`src/design/hvn_ram.sv`:
```
`timescale 1ns / 1ps
// ----------------------------------------------------------------------------
// hvn_ram
// Simple dual-port RAM, one write and one registered read port.
// ----------------------------------------------------------------------------
module hvn_ram #(
  parameter int WIDTH = 16,
  parameter int DEPTH = 256
) (
  input  logic                     clk,
  input  logic                     we,
  input  logic [$clog2(DEPTH)-1:0] waddr,
  input  logic [WIDTH-1:0]         wdata,
  input  logic [$clog2(DEPTH)-1:0] raddr,
  output logic [WIDTH-1:0]         rdata
);

  logic [WIDTH-1:0] mem [DEPTH];

  always_ff @(posedge clk) begin
    if (we) begin
      mem[waddr] <= wdata;
    end
    rdata <= mem[raddr];
  end

endmodule

```
`config.mk`:
```
export PLATFORM = sky130hd
export DESIGN_NAME = hvn_ram
export DESIGN_NICKNAME = d
export VERILOG_FILES = /design/src/design/hvn_ram.sv
export SDC_FILE = /design/constraint.sdc
export NUM_CORES = 2
export LEC_CHECK = 0
export BUFFER_PORTS_ARGS = -buffer_cell sky130_fd_sc_hd__buf_2
export CORE_MARGIN = 2
export CORE_UTILIZATION = 50
export CTS_CLUSTER_DIAMETER = 40
export DETAILED_ROUTE_END_ITERATION = 7
export GPL_ROUTABILITY_DRIVEN = 0
export PLACE_DENSITY = 0.79
export SLEW_MARGIN = 20
export SYNTH_ARGS = -nofsm -noshare
export SYNTH_HDL_FRONTEND = slang
export SYNTH_SLANG_ARGS = --single-unit
export TNS_END_PERCENT = 10
```
`constraint.sdc`:
```
create_clock -name clk -period 2.6 [get_ports clk]
set_input_delay 0.26 -clock clk [delete_from_list [all_inputs] [get_ports clk]]
set_output_delay 0.26 -clock clk [all_outputs]
set_load 0.1 [all_outputs]
```
=== Yosys cells after proc, flatten, opt, wreduce, memory -nomap -nowiden ===
Memories as Yosys holds them, arrays and structs flattened. A register that Yosys moved wholly into a read port is not among the register bits.
Index checks and enable logic that the tools add are counted.

* $lt $le $gt $ge: 0
* Divide/modulo/power cells: 0
* Multiplexer cells: 2
* Equal/unequal tests: 0
* Add/subtract/negate cells: 0
* Reductions and logical operators: 0
* Multiply operators: 0
* Shift operators: 0
* Bitwise operators: 0

{| class="wikitable"
|+ Operators by type and width
! operator !! number
|-
| 1-bit 2-to-1 mux || 2
|}

* Word-level logic and storage cells: 3
* Memory bits (read-only): 0
* Latch bits: 0
* Output and inout port bits: 16
* Register bits after elaboration: 0
* Bits in writable memories: 4,096
* Memories kept: 1
* Input port bits: 34

{| class="wikitable"
|+ Memory list
! memory !! words !! bits a word !! read ports !! clocked after memory_dff !! write ports !! RTL line !! text
|-
| mem || 256 || 16 || 1 || 1 || 1 || 18 || <nowiki>logic [WIDTH-1:0] mem [DEPTH];</nowiki>
|}

=== Longest topological paths before layout ===
* Depth in word-level cells: 2
* Depth in mapped cells: 12
* Depth with buffers taken out: 6

=== Worst setup path before layout ===
OpenSTA, ideal clock, no wires.

* Path type: input port to flip-flop
* Start: input port waddr[3]
* End: memory mem[235][0] (enable)
* Required time: 2.212 ns
* Cell stages on the path: 6
* Setup slack: 0.175 ns
* Arrival time: 2.037 ns
* Setup time: 0.388 ns
* Path through: clkbuf_1 > nor2b_1 > clkbuf_1 > nand4_1 > clkbuf_1 > nor2_1

{| class="wikitable"
|+ RTL lines
! item !! RTL line !! text
|-
| start, declared || 12 || <nowiki>input logic [$clog2(DEPTH)-1:0] waddr,</nowiki>
|-
| end, declared || 18 ||
|}

Straight into the memory's write port.

==> out/qor.yml <==
outcome: "finished, violations left"
violations: "setup timing"
dpl_cell_area_um2: 172000
p_leak_nw: 61.2
area_growth_pct: 18.4
clk_path_buf_depth: 4
antenna_found_initial: 26
final_nets: 8474
clkSlewWorstSetupHoldPaths_ns: 0.06
synth_nets: 7394
p_int_mw: 113
synth_area_leaders: "edfxtp_1 77%, mux4_2 11%, mux2i_1 3.6%, o221ai_1 1.4%, nor2_1 0.72%"
syn-cell-area_um2: 159000
comb_power_share: 0.058
setup_ws_ns: -0.110
synth-seq-cells: 4112
cts_num_sinks: 4112
htreeDepth: 5
hp-class: "primary input to flop"
cap_viol_max_count: 0
avgSynthCellArea_um2: 21.6
numCtsBuffers: 448
synth.distinct_cells: 52
final_common_cell: "edfxtp_1"
yosysWarnings: 0
critPathSlowestCell: "o32ai_4"
dr.pass1.iters: 7
tightest_slew_ns: 0.980
grt_overflow_total: 0
hold_viol: 0
whs_ns: 0.101
clk-insertion-delay-late_ns: 0.95
cts_root_buf: "clkbuf_16"
power_frac_seq: 0.502
power_density_nw_per_um2: 776
seq_area_frac_synth: 0.777
max_slew_margin: 0.347
cpMostUsedCell: "mux4_2"
ir_drop_uv: 697
netlist_instances: 7360
critPathRequiredTime_ns: 3.39
grt_max_degree: 105
switching_share: 0.225
ant_nets: 0
post_drt_wl_per_cell_um: 34.7
synth_top_cell_area_share: 0.775
drc: 0
grt_use_total: 0.276
grt_pass1_wl_mm: 639
num_io_pins: 50
finClkSkew_ns: 0.0651
synth-edff-count: 4096
initial_core_util: 0.503
synthFlopType: "edfxtp_1"
cts_tree: "done"
drv_slew: 0
viasPerCell: 6.66
wirelength_mm: 452
critical_path_class: "flop to flop"
path_max_fanout: 1
ys_async_sr_fraction: 0
critPathArrivalTime_ns: 3.50
die-area_um2: 322000
fmax_mhz: 369
period_share: 1.04
die_w_um: 567
final_cell_mix: "4096 x edfxtp_1, 797 x mux4_2, 786 x buf_4"
vias: 86500
dp_hpwl_mm: 262
path_cells: "mux4_2 > mux4_2 > a22o_1 > o32ai_4 > nor4_2"
fin_crit_ns: 2.71
power.clock.fraction: 0.441
setup_viol: 5
port_buffers: 49
rsz0062_at_grt: "true"
core_um2: 315000
final_area_um2: 188000
worst_path_largest_cell_delay_ns: 0.54
startpoint_type: "flop"
synth_area_leader_cell: "edfxtp_1"
die_h_um: 567
p_sw_mw: 32.8
num_rows: 206
grt_pass1_vias: 87000
nFillCells: 20400
endpoint_kind: "flop"
drive_gt1_frac: 0.311
drtIter0Drc: 15200
==> registers in the layout, summed over array words and instances, names as in the netlist <==
signal and cells:
rdata 16, mem 4096
==> through the flow <==
stage / power [mW] / util / instances / setup TNS, ns / setup WS, ns
3_3_place_gp: 82.3 / 0.546 / 12100 / -15.60 / -1.48
3_5_place_dp: 82.5 / 0.546 / 12100 / -15.79 / -1.56
6_report: 146 / 0.596 / 13000 / -0.209 / -0.110
5_1_grt: 149 / 0.596 / 13000 / -0.154 / -0.0872
2_1_floorplan: 78.5 / - / 7360 / 0 / 0.175
4_1_cts: 146 / 0.595 / 13000 / -0.181 / -0.117
==> repair_timing <==
item,4_1_cts,5_1_grt
buffers inserted,0,0
setup endpoints to repair,15,14
endpoints found under the hold margin,1343,0
hold buffers,16,0
gates cloned,0,2
gates resized for setup,36,30
pin swaps,0,3
==> critical path: cells and delay by family (launching register included) <==
kind,cells,cell delay [ns]
multiplexers,2,1.01
AND/OR/NAND/NOR,1,0.17
flip-flops,1,0.40
AO/OA/AOI/OAI,2,0.96
==> routing by layer <==
metal	up-vias	global-route usage	wire [µm]
met2	7560	0.433	213000
met4	20	0.168	32300
met5	-	0	129
met1	44000	0.349	147000
met3	1472	0.0685	59700
li1	33500	-	-
==> logic make-up (layout without fill, tap and decap cells) <==
| logic type | after synthesis | in the layout | synth area share |
|---|---|---|---|
| muxes | 1450 | 1450 | 0.155 |
| other | 0 | 21 | 0 |
| buffers and inverters | 456 | 1915 | 0.0169 |
| DFF | 4112 | 4112 | 0.777 |
| AOI/OAI and AO/OA | 786 | 786 | 0.0354 |
| and+or+nand+nor | 556 | 556 | 0.0157 |
==> area by class of cell <==
| cell class | count | area [µm²] | share of cell area |
|---|---|---|---|
| Multi-Input combinational cell | 2792 | 33200 | 0.176 |
| Clock inverter | 319 | 3450 | 0.0184 |
| Clock buffer | 510 | 11600 | 0.0617 |
| Sequential cell | 4112 | 123000 | 0.656 |
| Antenna cell | 21 | 52.6 | 0.000280 |
| Tap cell | 4160 | 5200 | 0.0277 |
| Timing Repair Buffer | 1082 | 11200 | 0.0593 |
| Inverter | 4 | 27.5 | 0.000146 |
==> cells in the mapped netlist, types with 26 or more instances <==
cell type	instances
nor2_1	304
edfxtp_1	4096
a21oi_1	175
o221ai_1	252
o22ai_1	148
a221oi_1	28
mux2_2	88
o21ai_0	37
mux2i_1	565
clkbuf_1	230
buf_1	27
mux4_2	797
a22o_1	32
a22oi_1	43
buf_4	26
buf_2	76
nor3_1	92
nand4_1	26
buf_6	77
nand2_1	38
nand3_1	35
==> power by group through the flow <==
stage	clock (mW)	sequential (mW)	combinational, mW
2_1_floorplan	0	74.9	3.60
3_3_place_gp	0	74.6	7.68
3_5_place_dp	0	74.6	7.90
4_1_cts	64.4	73.2	8.15
5_1_grt	66.9	73.2	8.55
6_report	64.3	73.2	8.40
==> path summary, 6_finish.rpt <==
check	startpoint	endpoint	slack, ns	cells past startpoint
worst max-delay path	mem[62][3]	rdata[3]	-0.11	5
worst min-delay path	waddr[0]	mem[171][0]	0.10	4
worst max register to register	mem[62][3]	rdata[3]	-0.11	5
worst min register to register	mem[194][9]	rdata[9]	1.16	6
Power figures use the tool's default switching activity.
