## config.mk

```make
export PLATFORM = sky130hd
export DESIGN_NAME = hvn_norm
export DESIGN_NICKNAME = d
export VERILOG_FILES = /design/src/design/hvn_pkg.sv /design/src/design/hvn_norm.sv
export SDC_FILE = /design/constraint.sdc
export NUM_CORES = 1
export LEC_CHECK = 0
export ABC_CLOCK_PERIOD_IN_PS = 16750
export BUFFER_PORTS_ARGS = -buffer_cell sky130_fd_sc_hd__buf_4
export CAP_MARGIN = 20
export CORE_UTILIZATION = 55
export DETAILED_ROUTE_END_ITERATION = 8
export HOLD_SLACK_MARGIN = 0.02
export PLACE_DENSITY = 0.72
export SYNTH_ARGS = -nofsm -noshare
export SYNTH_HDL_FRONTEND = slang
export SYNTH_SLANG_ARGS = --single-unit
```

## constraint.sdc

```tcl
create_clock -name clk -period 16.75 [get_ports clk]
set_clock_uncertainty 0.05 [all_clocks]
set_input_delay 0.8375 -clock clk [delete_from_list [all_inputs] [get_ports clk]]
set_output_delay 0.8375 -clock clk [all_outputs]
set_load 0.005 [all_outputs]
```

## src/design/hvn_pkg.sv

```systemverilog
`timescale 1ns / 1ps
// ----------------------------------------------------------------------------
// hvn_pkg
// Shared widths, register indexes and bundle types of the vertex normal block.
// ----------------------------------------------------------------------------
package hvn_pkg;

  localparam int MAX_WIDTH        = 256;
  localparam int MAX_HEIGHT       = 256;
  localparam int ADDR_W           = 8;
  localparam int DIM_W            = 9;
  localparam int HEIGHT_BITS      = 16;
  localparam int NORMAL_FRAC_BITS = 14;
  localparam int FACE_W           = HEIGHT_BITS + 1;
  localparam int SUM_W            = FACE_W + 2;
  localparam int SY_W             = 11;
  localparam int MAG_W            = SUM_W - 1;
  localparam int SQ_W             = 2 * MAG_W;
  localparam int LEN_W            = SQ_W + 2;
  localparam int QUO_W            = 2 * NORMAL_FRAC_BITS + 3;
  localparam int ROOT_W           = NORMAL_FRAC_BITS + 2;
  localparam int NX_W             = 16;
  localparam int NY_W             = 15;
  localparam int CIDX_W           = 1;

  localparam logic [SY_W-1:0] ONE_Y = SY_W'(1 << (HEIGHT_BITS / 2));

  localparam logic [CIDX_W-1:0] CFG_GRID_WIDTH  = 1'b0;
  localparam logic [CIDX_W-1:0] CFG_GRID_HEIGHT = 1'b1;

  typedef struct packed {
    logic signed [FACE_W-1:0] fx;
    logic signed [FACE_W-1:0] fz;
  } face_t;

  typedef struct packed {
    logic                    start;
    logic signed [SUM_W-1:0] sx;
    logic [SY_W-1:0]         sy;
    logic signed [SUM_W-1:0] sz;
  } norm_req_t;

  typedef struct packed {
    logic                   done;
    logic signed [NX_W-1:0] nx;
    logic [NY_W-1:0]        ny;
    logic signed [NX_W-1:0] nz;
  } norm_rsp_t;

endpackage

```

## src/design/hvn_norm.sv

```systemverilog
`timescale 1ns / 1ps
// ----------------------------------------------------------------------------
// hvn_norm
// Serial normalizer: length squared, then per component a restoring divide
// and a digit-by-digit square root give the rounded unit component.
// ----------------------------------------------------------------------------
module hvn_norm (
  input  logic                clk,
  input  logic                rst,
  input  hvn_pkg::norm_req_t  req,
  output hvn_pkg::norm_rsp_t  rsp
);
  import hvn_pkg::*;

  localparam logic [2:0] N_IDLE = 3'd0;
  localparam logic [2:0] N_SQ   = 3'd1;
  localparam logic [2:0] N_ACC  = 3'd2;
  localparam logic [2:0] N_CSQ  = 3'd3;
  localparam logic [2:0] N_DIVI = 3'd4;
  localparam logic [2:0] N_DIV  = 3'd5;
  localparam logic [2:0] N_SQRT = 3'd6;

  logic [2:0]              state;
  logic [1:0]              k;
  logic [MAG_W-1:0]        mag [3];
  logic [2:0]              neg;
  logic [SQ_W-1:0]         prod;
  logic [LEN_W-1:0]        len;
  logic [LEN_W-1:0]        rem;
  logic                    b0;
  logic [QUO_W-1:0]        quo;
  logic [4:0]              cnt;
  logic [QUO_W:0]          qsh;
  logic [ROOT_W+2:0]       sq_rem;
  logic [ROOT_W-1:0]       root;
  logic signed [NX_W-1:0]  res [3];
  logic                    done;

  logic [LEN_W:0]          dtry;
  logic                    dge;
  logic [QUO_W-1:0]        quo_next;
  logic [ROOT_W+2:0]       r2;
  logic [ROOT_W+2:0]       trial;
  logic                    sge;
  logic [ROOT_W-1:0]       root_next;
  logic [ROOT_W-1:0]       lo;
  logic signed [SUM_W-1:0] sx_abs;
  logic signed [SUM_W-1:0] sz_abs;

  always_comb begin
    sx_abs    = req.sx[SUM_W-1] ? -req.sx : req.sx;
    sz_abs    = req.sz[SUM_W-1] ? -req.sz : req.sz;
    dtry      = {rem, (cnt == 5'd0) ? b0 : 1'b0};
    dge       = dtry >= {1'b0, len};
    quo_next  = {quo[QUO_W-2:0], dge};
    r2        = {sq_rem[ROOT_W:0], qsh[QUO_W:QUO_W-1]};
    trial     = {1'b0, root, 2'b01};
    sge       = r2 >= trial;
    root_next = {root[ROOT_W-2:0], sge};
    lo        = ROOT_W'(({1'b0, root_next} + 1'b1) >> 1);
  end

  always_ff @(posedge clk) begin
    if (rst) begin
      state <= N_IDLE;
      done  <= 1'b0;
      k     <= 2'd0;
    end else begin
      done <= 1'b0;
      case (state)
        N_IDLE: begin
          if (req.start) begin
            mag[0] <= sx_abs[MAG_W-1:0];
            mag[1] <= MAG_W'(req.sy);
            mag[2] <= sz_abs[MAG_W-1:0];
            neg    <= {req.sz[SUM_W-1], 1'b0, req.sx[SUM_W-1]};
            len    <= '0;
            k      <= 2'd0;
            state  <= N_SQ;
          end
        end
        N_SQ: begin
          prod  <= mag[k] * mag[k];
          state <= N_ACC;
        end
        N_ACC: begin
          len <= len + LEN_W'(prod);
          if (k == 2'd2) begin
            k     <= 2'd0;
            state <= N_CSQ;
          end else begin
            k     <= k + 2'd1;
            state <= N_SQ;
          end
        end
        N_CSQ: begin
          prod  <= mag[k] * mag[k];
          state <= N_DIVI;
        end
        N_DIVI: begin
          // the quotient has at most QUO_W bits, so start with the top of the dividend
          rem   <= LEN_W'(prod[SQ_W-1:1]);
          b0    <= prod[0];
          quo   <= '0;
          cnt   <= '0;
          state <= N_DIV;
        end
        N_DIV: begin
          rem <= dge ? LEN_W'(dtry - {1'b0, len}) : dtry[LEN_W-1:0];
          quo <= quo_next;
          cnt <= cnt + 5'd1;
          if (cnt == 5'(QUO_W - 1)) begin
            qsh    <= {1'b0, quo_next};
            sq_rem <= '0;
            root   <= '0;
            cnt    <= '0;
            state  <= N_SQRT;
          end
        end
        N_SQRT: begin
          sq_rem <= sge ? r2 - trial : r2;
          root   <= root_next;
          qsh    <= {qsh[QUO_W-2:0], 2'b00};
          cnt    <= cnt + 5'd1;
          if (cnt == 5'(ROOT_W - 1)) begin
            res[k] <= neg[k] ? -$signed(lo) : $signed(lo);
            if (k == 2'd2) begin
              done  <= 1'b1;
              state <= N_IDLE;
            end else begin
              k     <= k + 2'd1;
              state <= N_CSQ;
            end
          end
        end
        default: state <= N_IDLE;
      endcase
    end
  end

  assign rsp.done = done;
  assign rsp.nx   = res[0];
  assign rsp.ny   = res[1][NY_W-1:0];
  assign rsp.nz   = res[2];

endmodule

```

# Word-level counts from Yosys, hierarchy flattened
# Memories as Yosys holds them, arrays and structs flattened. A register that Yosys moved wholly into a read port is not among the register bits.
# Index checks and enable logic that the tools add are counted.
[totals] rom_bits=0 inputBits=52 register_bits=221 n_memories=2 ram_bits=102 out_inout_bits=48 latchBits=0
[memory_table] memory="mag" words=3 word_bits=18 read_ports=1 rd_clocked_by_memory_dff=1 write_ports=3 line_no="hvn_norm.sv:25" rtl="logic [MAG_W-1:0] mag [3];"
[memory_table] memory="res" words=3 word_bits=16 read_ports=3 rd_clocked_by_memory_dff=0 write_ports=1 line_no="hvn_norm.sv:36" rtl="logic signed [NX_W-1:0] res [3];"
[op_classes] mul=1 bitwise_logic=3 n_eq_ne=13 reduce_logical=18 n_lt_le_gt_ge=3 div=0 muxes=42 n_addsub=9 n_shift=0
[op_table] operator="38-bit case mux with 2 select lines" n=2
[op_table] operator="38-bit 2-to-1 mux" n=2
[op_table] operator="32-bit case mux with 2 select lines" n=1
[op_table] operator="30-bit case mux with 2 select lines" n=1
[op_table] operator="39-bit by 38-bit greater-or-equal comparator with 1-bit output" n=1
[op_table] operator="38-bit by 36-bit adder with 38-bit output" n=1
[op_table] operator="38-bit subtractor" n=1
[op_table] operator="18-bit by 18-bit multiplier with 36-bit output" n=1
[op_table] operator="18-bit 2-to-1 mux" n=2
[op_table] operator="18-bit negation" n=2
[op_table] operator="17-bit 2-to-1 mux" n=2
[op_table] operator="17-bit case mux with 2 select lines" n=1
[op_table] operator="16-bit 2-to-1 mux" n=2
[op_table] operator="32-bit 2-to-1 mux" n=1
[op_table] operator="16-bit case mux with 2 select lines" n=1
[op_table] operator="3-bit case mux with 7 select lines" n=1
[op_table] operator="19-bit by 18-bit greater-or-equal comparator with 1-bit output" n=1
[op_table] operator="16-bit by 1-bit adder with 17-bit output, second input constant" n=1
[op_table] operator="17-bit subtractor" n=1
[op_table] operator="2-bit 2-to-1 mux" n=8
[op_table] operator="16-bit negation" n=1
[op_table] operator="5-bit case mux with 3 select lines" n=1
[op_table] operator="3-bit AND reduction" n=4
[op_table] operator="1-bit 2-to-1 mux" n=11
[op_table] operator="other kinds (23)" n=39

# Depth between registers and ports, before layout
[depth] ltp_word=6 ltp_mapped=31 ltp_nobuf=28

# Least setup slack after synthesis
# OpenSTA, ideal clock, no wires.
[synth_path] path_kind="register to register" from="register (tool-made name)" to="register prod[34], data pin" t_arrival_ns=6.948 path_stages_with_launch=23 setup_ns=0.262 setup_slack_ns=9.489 cell_sequence="dfxtp_1 buf_1 mux2i_1 o21ai_1 clkinv_1 nor2_1 fa_1 fa_1 fa_1 fa_1 fa_1 inv_1 fa_1 inv_1 ha_1 and3_1 and3_1 nand4_1 o2111a_1 o31ai_1 a21boi_0 o21bai_1 xor2_1"
[synth_rtl] element="to (signal assigned)" line_no="hvn_norm.sv:83" rtl="prod <= mag[k] * mag[k];"
[synth_rtl] element="to (signal assigned)" line_no="hvn_norm.sv:97" rtl="prod <= mag[k] * mag[k];"
[synth_rtl] element="to (decl)" line_no="hvn_norm.sv:27" rtl="logic [SQ_W-1:0] prod;"

==> results.py <==
metrics = {
    "clock_network": {
        "clock_path_buffers": 3,
        "cts_sinks": 316,
        "clock_latency_ns": 0.54,
        "post_cts_buffers": 0,
        "root_buffer": "clkbuf_16",
        "htreeDepth": 2,
        "clk_pin_slew_worst_paths_ns": 0.06,
        "ctsResizeCount": 0,
        "cts_tree": "built",
        "cts_buffers": 37,
        "cts_hold_buffers": 0,
    },
    "logic_synthesis": {
        "netlist_area_um2": 26800,
        "seq_area_frac_synth": 0.3510,
        "avgSynthCellArea_um2": 9.836,
        "yosys_warnings": 0,
        "synthFlopType": "edfxtp_1",
        "synthArstFlopShare": 0,
        "syn-num-nets": 3211,
        "synthCells": 2725,
        "synth.distinct_cells": 79,
        "ys_ff_latch": 316,
        "synth_edf_count": 308,
    },
    "placement": {
        "port_buffers": 99,
        "place_ws_ns": 8.279,
        "dp_hpwl_mm": 47.30,
        "place.gp.congestion": 0.9523,
    },
    "drt": {
        "drc": 0,
        "viasPerCell": 5.716,
        "antenna_left": 0,
        "drt_wl_total_mm": 61.49,
        "wire_per_inst_um": 17.82,
        "first_iter_violations": 1334,
        "vias": 19719,
        "dr.pass1.iters": 5,
    },
    "timing": {
        "layout_setup_ws_ns": 8.115,
        "layout_min_cycle_time_ns": 8.635,
        "finalCritPeriodShare": 0.5155,
        "hold_viol_final": 0,
        "finalMaxSlewViolations": 0,
        "fmax_ghz": 0.1158,
        "rsz0062_at_grt": "no",
        "setup_viol_count_final": 0,
        "tns_ns": 0,
        "hold_ws_ns": 0.4251,
        "max_slew_margin": 0.2671,
        "tightest_slew_ns": 1.092,
    },
    "finish": {
        "diodes": 0,
        "nNetsFinal": 3294,
        "utilization": 0.6132,
        "drive_above_1_share": 0.07266,
        "fill_cells": 3889,
        "area_growth_pct": 9.677,
    },
    "floorplanning": {
        "row_count": 80,
        "start_util": 0.5591,
        "placeableCoreArea_um2": 47950,
        "io_pins": 100,
        "die_area_um2": 49620,
        "die_h_um": 222.8,
        "die_w_um": 222.8,
    },
    "worst_setup_path": {
        "rr_endpoint": "prod[34]",
        "required_ns": 16.98,
        "crit_end": "prod[34]",
        "crit_type": "reg2reg",
        "critPathArrivalTime_ns": 8.87,
        "r2r_cells": 24,
        "cp-end-kind": "flip-flop",
        "regToRegSetupSlack_ns": 8.11,
        "cp_max_fo": 13,
        "critPathLaunchType": "flip-flop",
    },
    "global_routing": {
        "gr-usage-all-layers": 0.2529,
        "antenna_found_initial": 1,
        "grt_max_degree": 69,
        "grt_overflow": 0,
        "first_global_vias": 20219,
        "grt_pass1_wl_mm": 100.5,
    },
    "job": {
        "cap_violations": 0,
    },
    "worst_hold_path": {
        "hold_path_class": "in2reg",
    },
    "status": {
        "status": "complete, no violations",
    },
}
## cell usage after synthesis (all sizes together), types with 5 or more instances
cell type  number  area [um^2]
o41ai           6        60.06
o21bai          7        52.55
nand2         307         1152
a211o           5        43.79
a2111oi         5        43.79
or2             6        37.54
a31oi          19        118.9
and2           45        281.5
a22oi           9        67.56
mux2i          25        250.2
nand2b         19        118.9
o31ai          19        156.4
nor4           11        68.82
a211oi         21        162.6
a21boi          9        67.56
a311oi          5        43.79
and3           24        150.1
nand4          22        137.6
o211ai         13        97.59
o21ai         110        550.5
xnor2         117         1044
dfxtp           8        160.2
nor2b          22        137.6
or3            12        80.08
a21oi         134        681.9
ha            212         2653
xor2           44        385.4
nor3           37        185.2
nand3b          6        45.04
o21a           27        202.7
buf             7        33.78
fa            222         4444
a21o           56        420.4
clkbuf         69        259.0
edfxtp        308         9249
inv           398         1494
nor2          259        977.2
nand3          42        215.2
clkinv          8        30.03
## cells in the final DEF (no fill, tap or decap), types with 96 or more instances in the layout
cell type	n
buf_4	120
o21ai_0	96
a21oi_1	133
edfxtp_1	308
nand2_1	306
fa_1	222
ha_1	212
inv_1	395
nor2_1	257
xnor2_1	116
## logic make-up (layout without fill, tap and decap cells)
family | Yosys count | count (layout) | synth area share
multiplexers | 26 | 26 | 0.009756
adder cells (fa/ha/maj) | 434 | 434 | 0.2648
AO/OA/AOI/OAI | 472 | 472 | 0.1127
buffers and inverters | 482 | 592 | 0.06778
XOR/XNOR | 161 | 161 | 0.05331
flip-flops | 316 | 316 | 0.3510
AND/OR/NAND/NOR | 834 | 834 | 0.1406
## flip-flops by register name, summed over array words and instances (netlist names), named ones only
| name | cells |
|---|---|
| cnt | 5 |
| res | 47 |
| b0 | 1 |
| qsh | 32 |
| prod | 35 |
| neg | 2 |
| done | 1 |
| len | 38 |
| rem | 38 |
| quo | 30 |
| state | 3 |
| k | 2 |
| mag | 47 |
| sq_rem | 17 |
| root | 16 |
## worst min-delay path by stage
stage / startpoint / to / slack (ns) / cells past startpoint
6_report: req[27] / mag[1][8] / 0.43 / 1
5_1_grt: req[26] / mag[1][7] / 0.41 / 1
4_1_cts: req[25] / mag[1][6] / 0.40 / 1
3_5_place_dp: prod[0] / b0 / 0.43 / 0
3_3_place_gp: prod[0] / b0 / 0.42 / 0
2_1_floorplan: prod[0] / b0 / 0.38 / 0
## cell type report
cell class | count | area, um^2 | area share
clock buffers | 44 | 972.2 | 0.03307
clock inverters | 22 | 201.4 | 0.006852
inverters | 406 | 1524 | 0.05184
multi-input cells | 1927 | 15620 | 0.5314
flip-flops and latches | 316 | 9409 | 0.3201
well taps | 615 | 769.5 | 0.02617
repair buffers | 120 | 900.9 | 0.03064
## layer usage
metal | GRT usage | vias up | part of all wire
met5 | 0 | - | 0
met4 | 0.1017 | 0 | 0.036
met3 | 0.02989 | 135 | 0.051
met2 | 0.4321 | 571 | 0.49
met1 | 0.3278 | 9647 | 0.42
li1 | - | 9366 | -
## stage by stage
stage / area, um^2 / std cells
2_1_floorplan: 26800 / 2725
3_3_place_gp: 28220 / 3384
3_5_place_dp: 28220 / 3384
4_1_cts: 29400 / 3450
5_1_grt: 29400 / 3450
6_report: 29400 / 3450
## worst max-delay path, stage by stage, from the launching register on
cell and delay (ns):
dfxtp_1 0.83, nor2_1 0.27, a22oi_1 0.79, clkinv_1 0.67, nand2_1 0.27, inv_1 0.09
fa_1 0.55, inv_1 0.06, fa_1 0.50, fa_1 0.54, inv_1 0.05, fa_1 0.38
fa_1 0.51, inv_1 0.05, fa_1 0.53, inv_1 0.04, ha_1 0.35, and3_1 0.22
and3_1 0.23, nand4_1 0.13, o2111a_1 0.29, o31ai_1 0.49, a21boi_0 0.18, o21bai_1 0.20
xor2_1 0.09
Power is left out: the tool's default activity adds up to more than one toggle a clock period on the data nets, which glitch-free logic cannot reach.
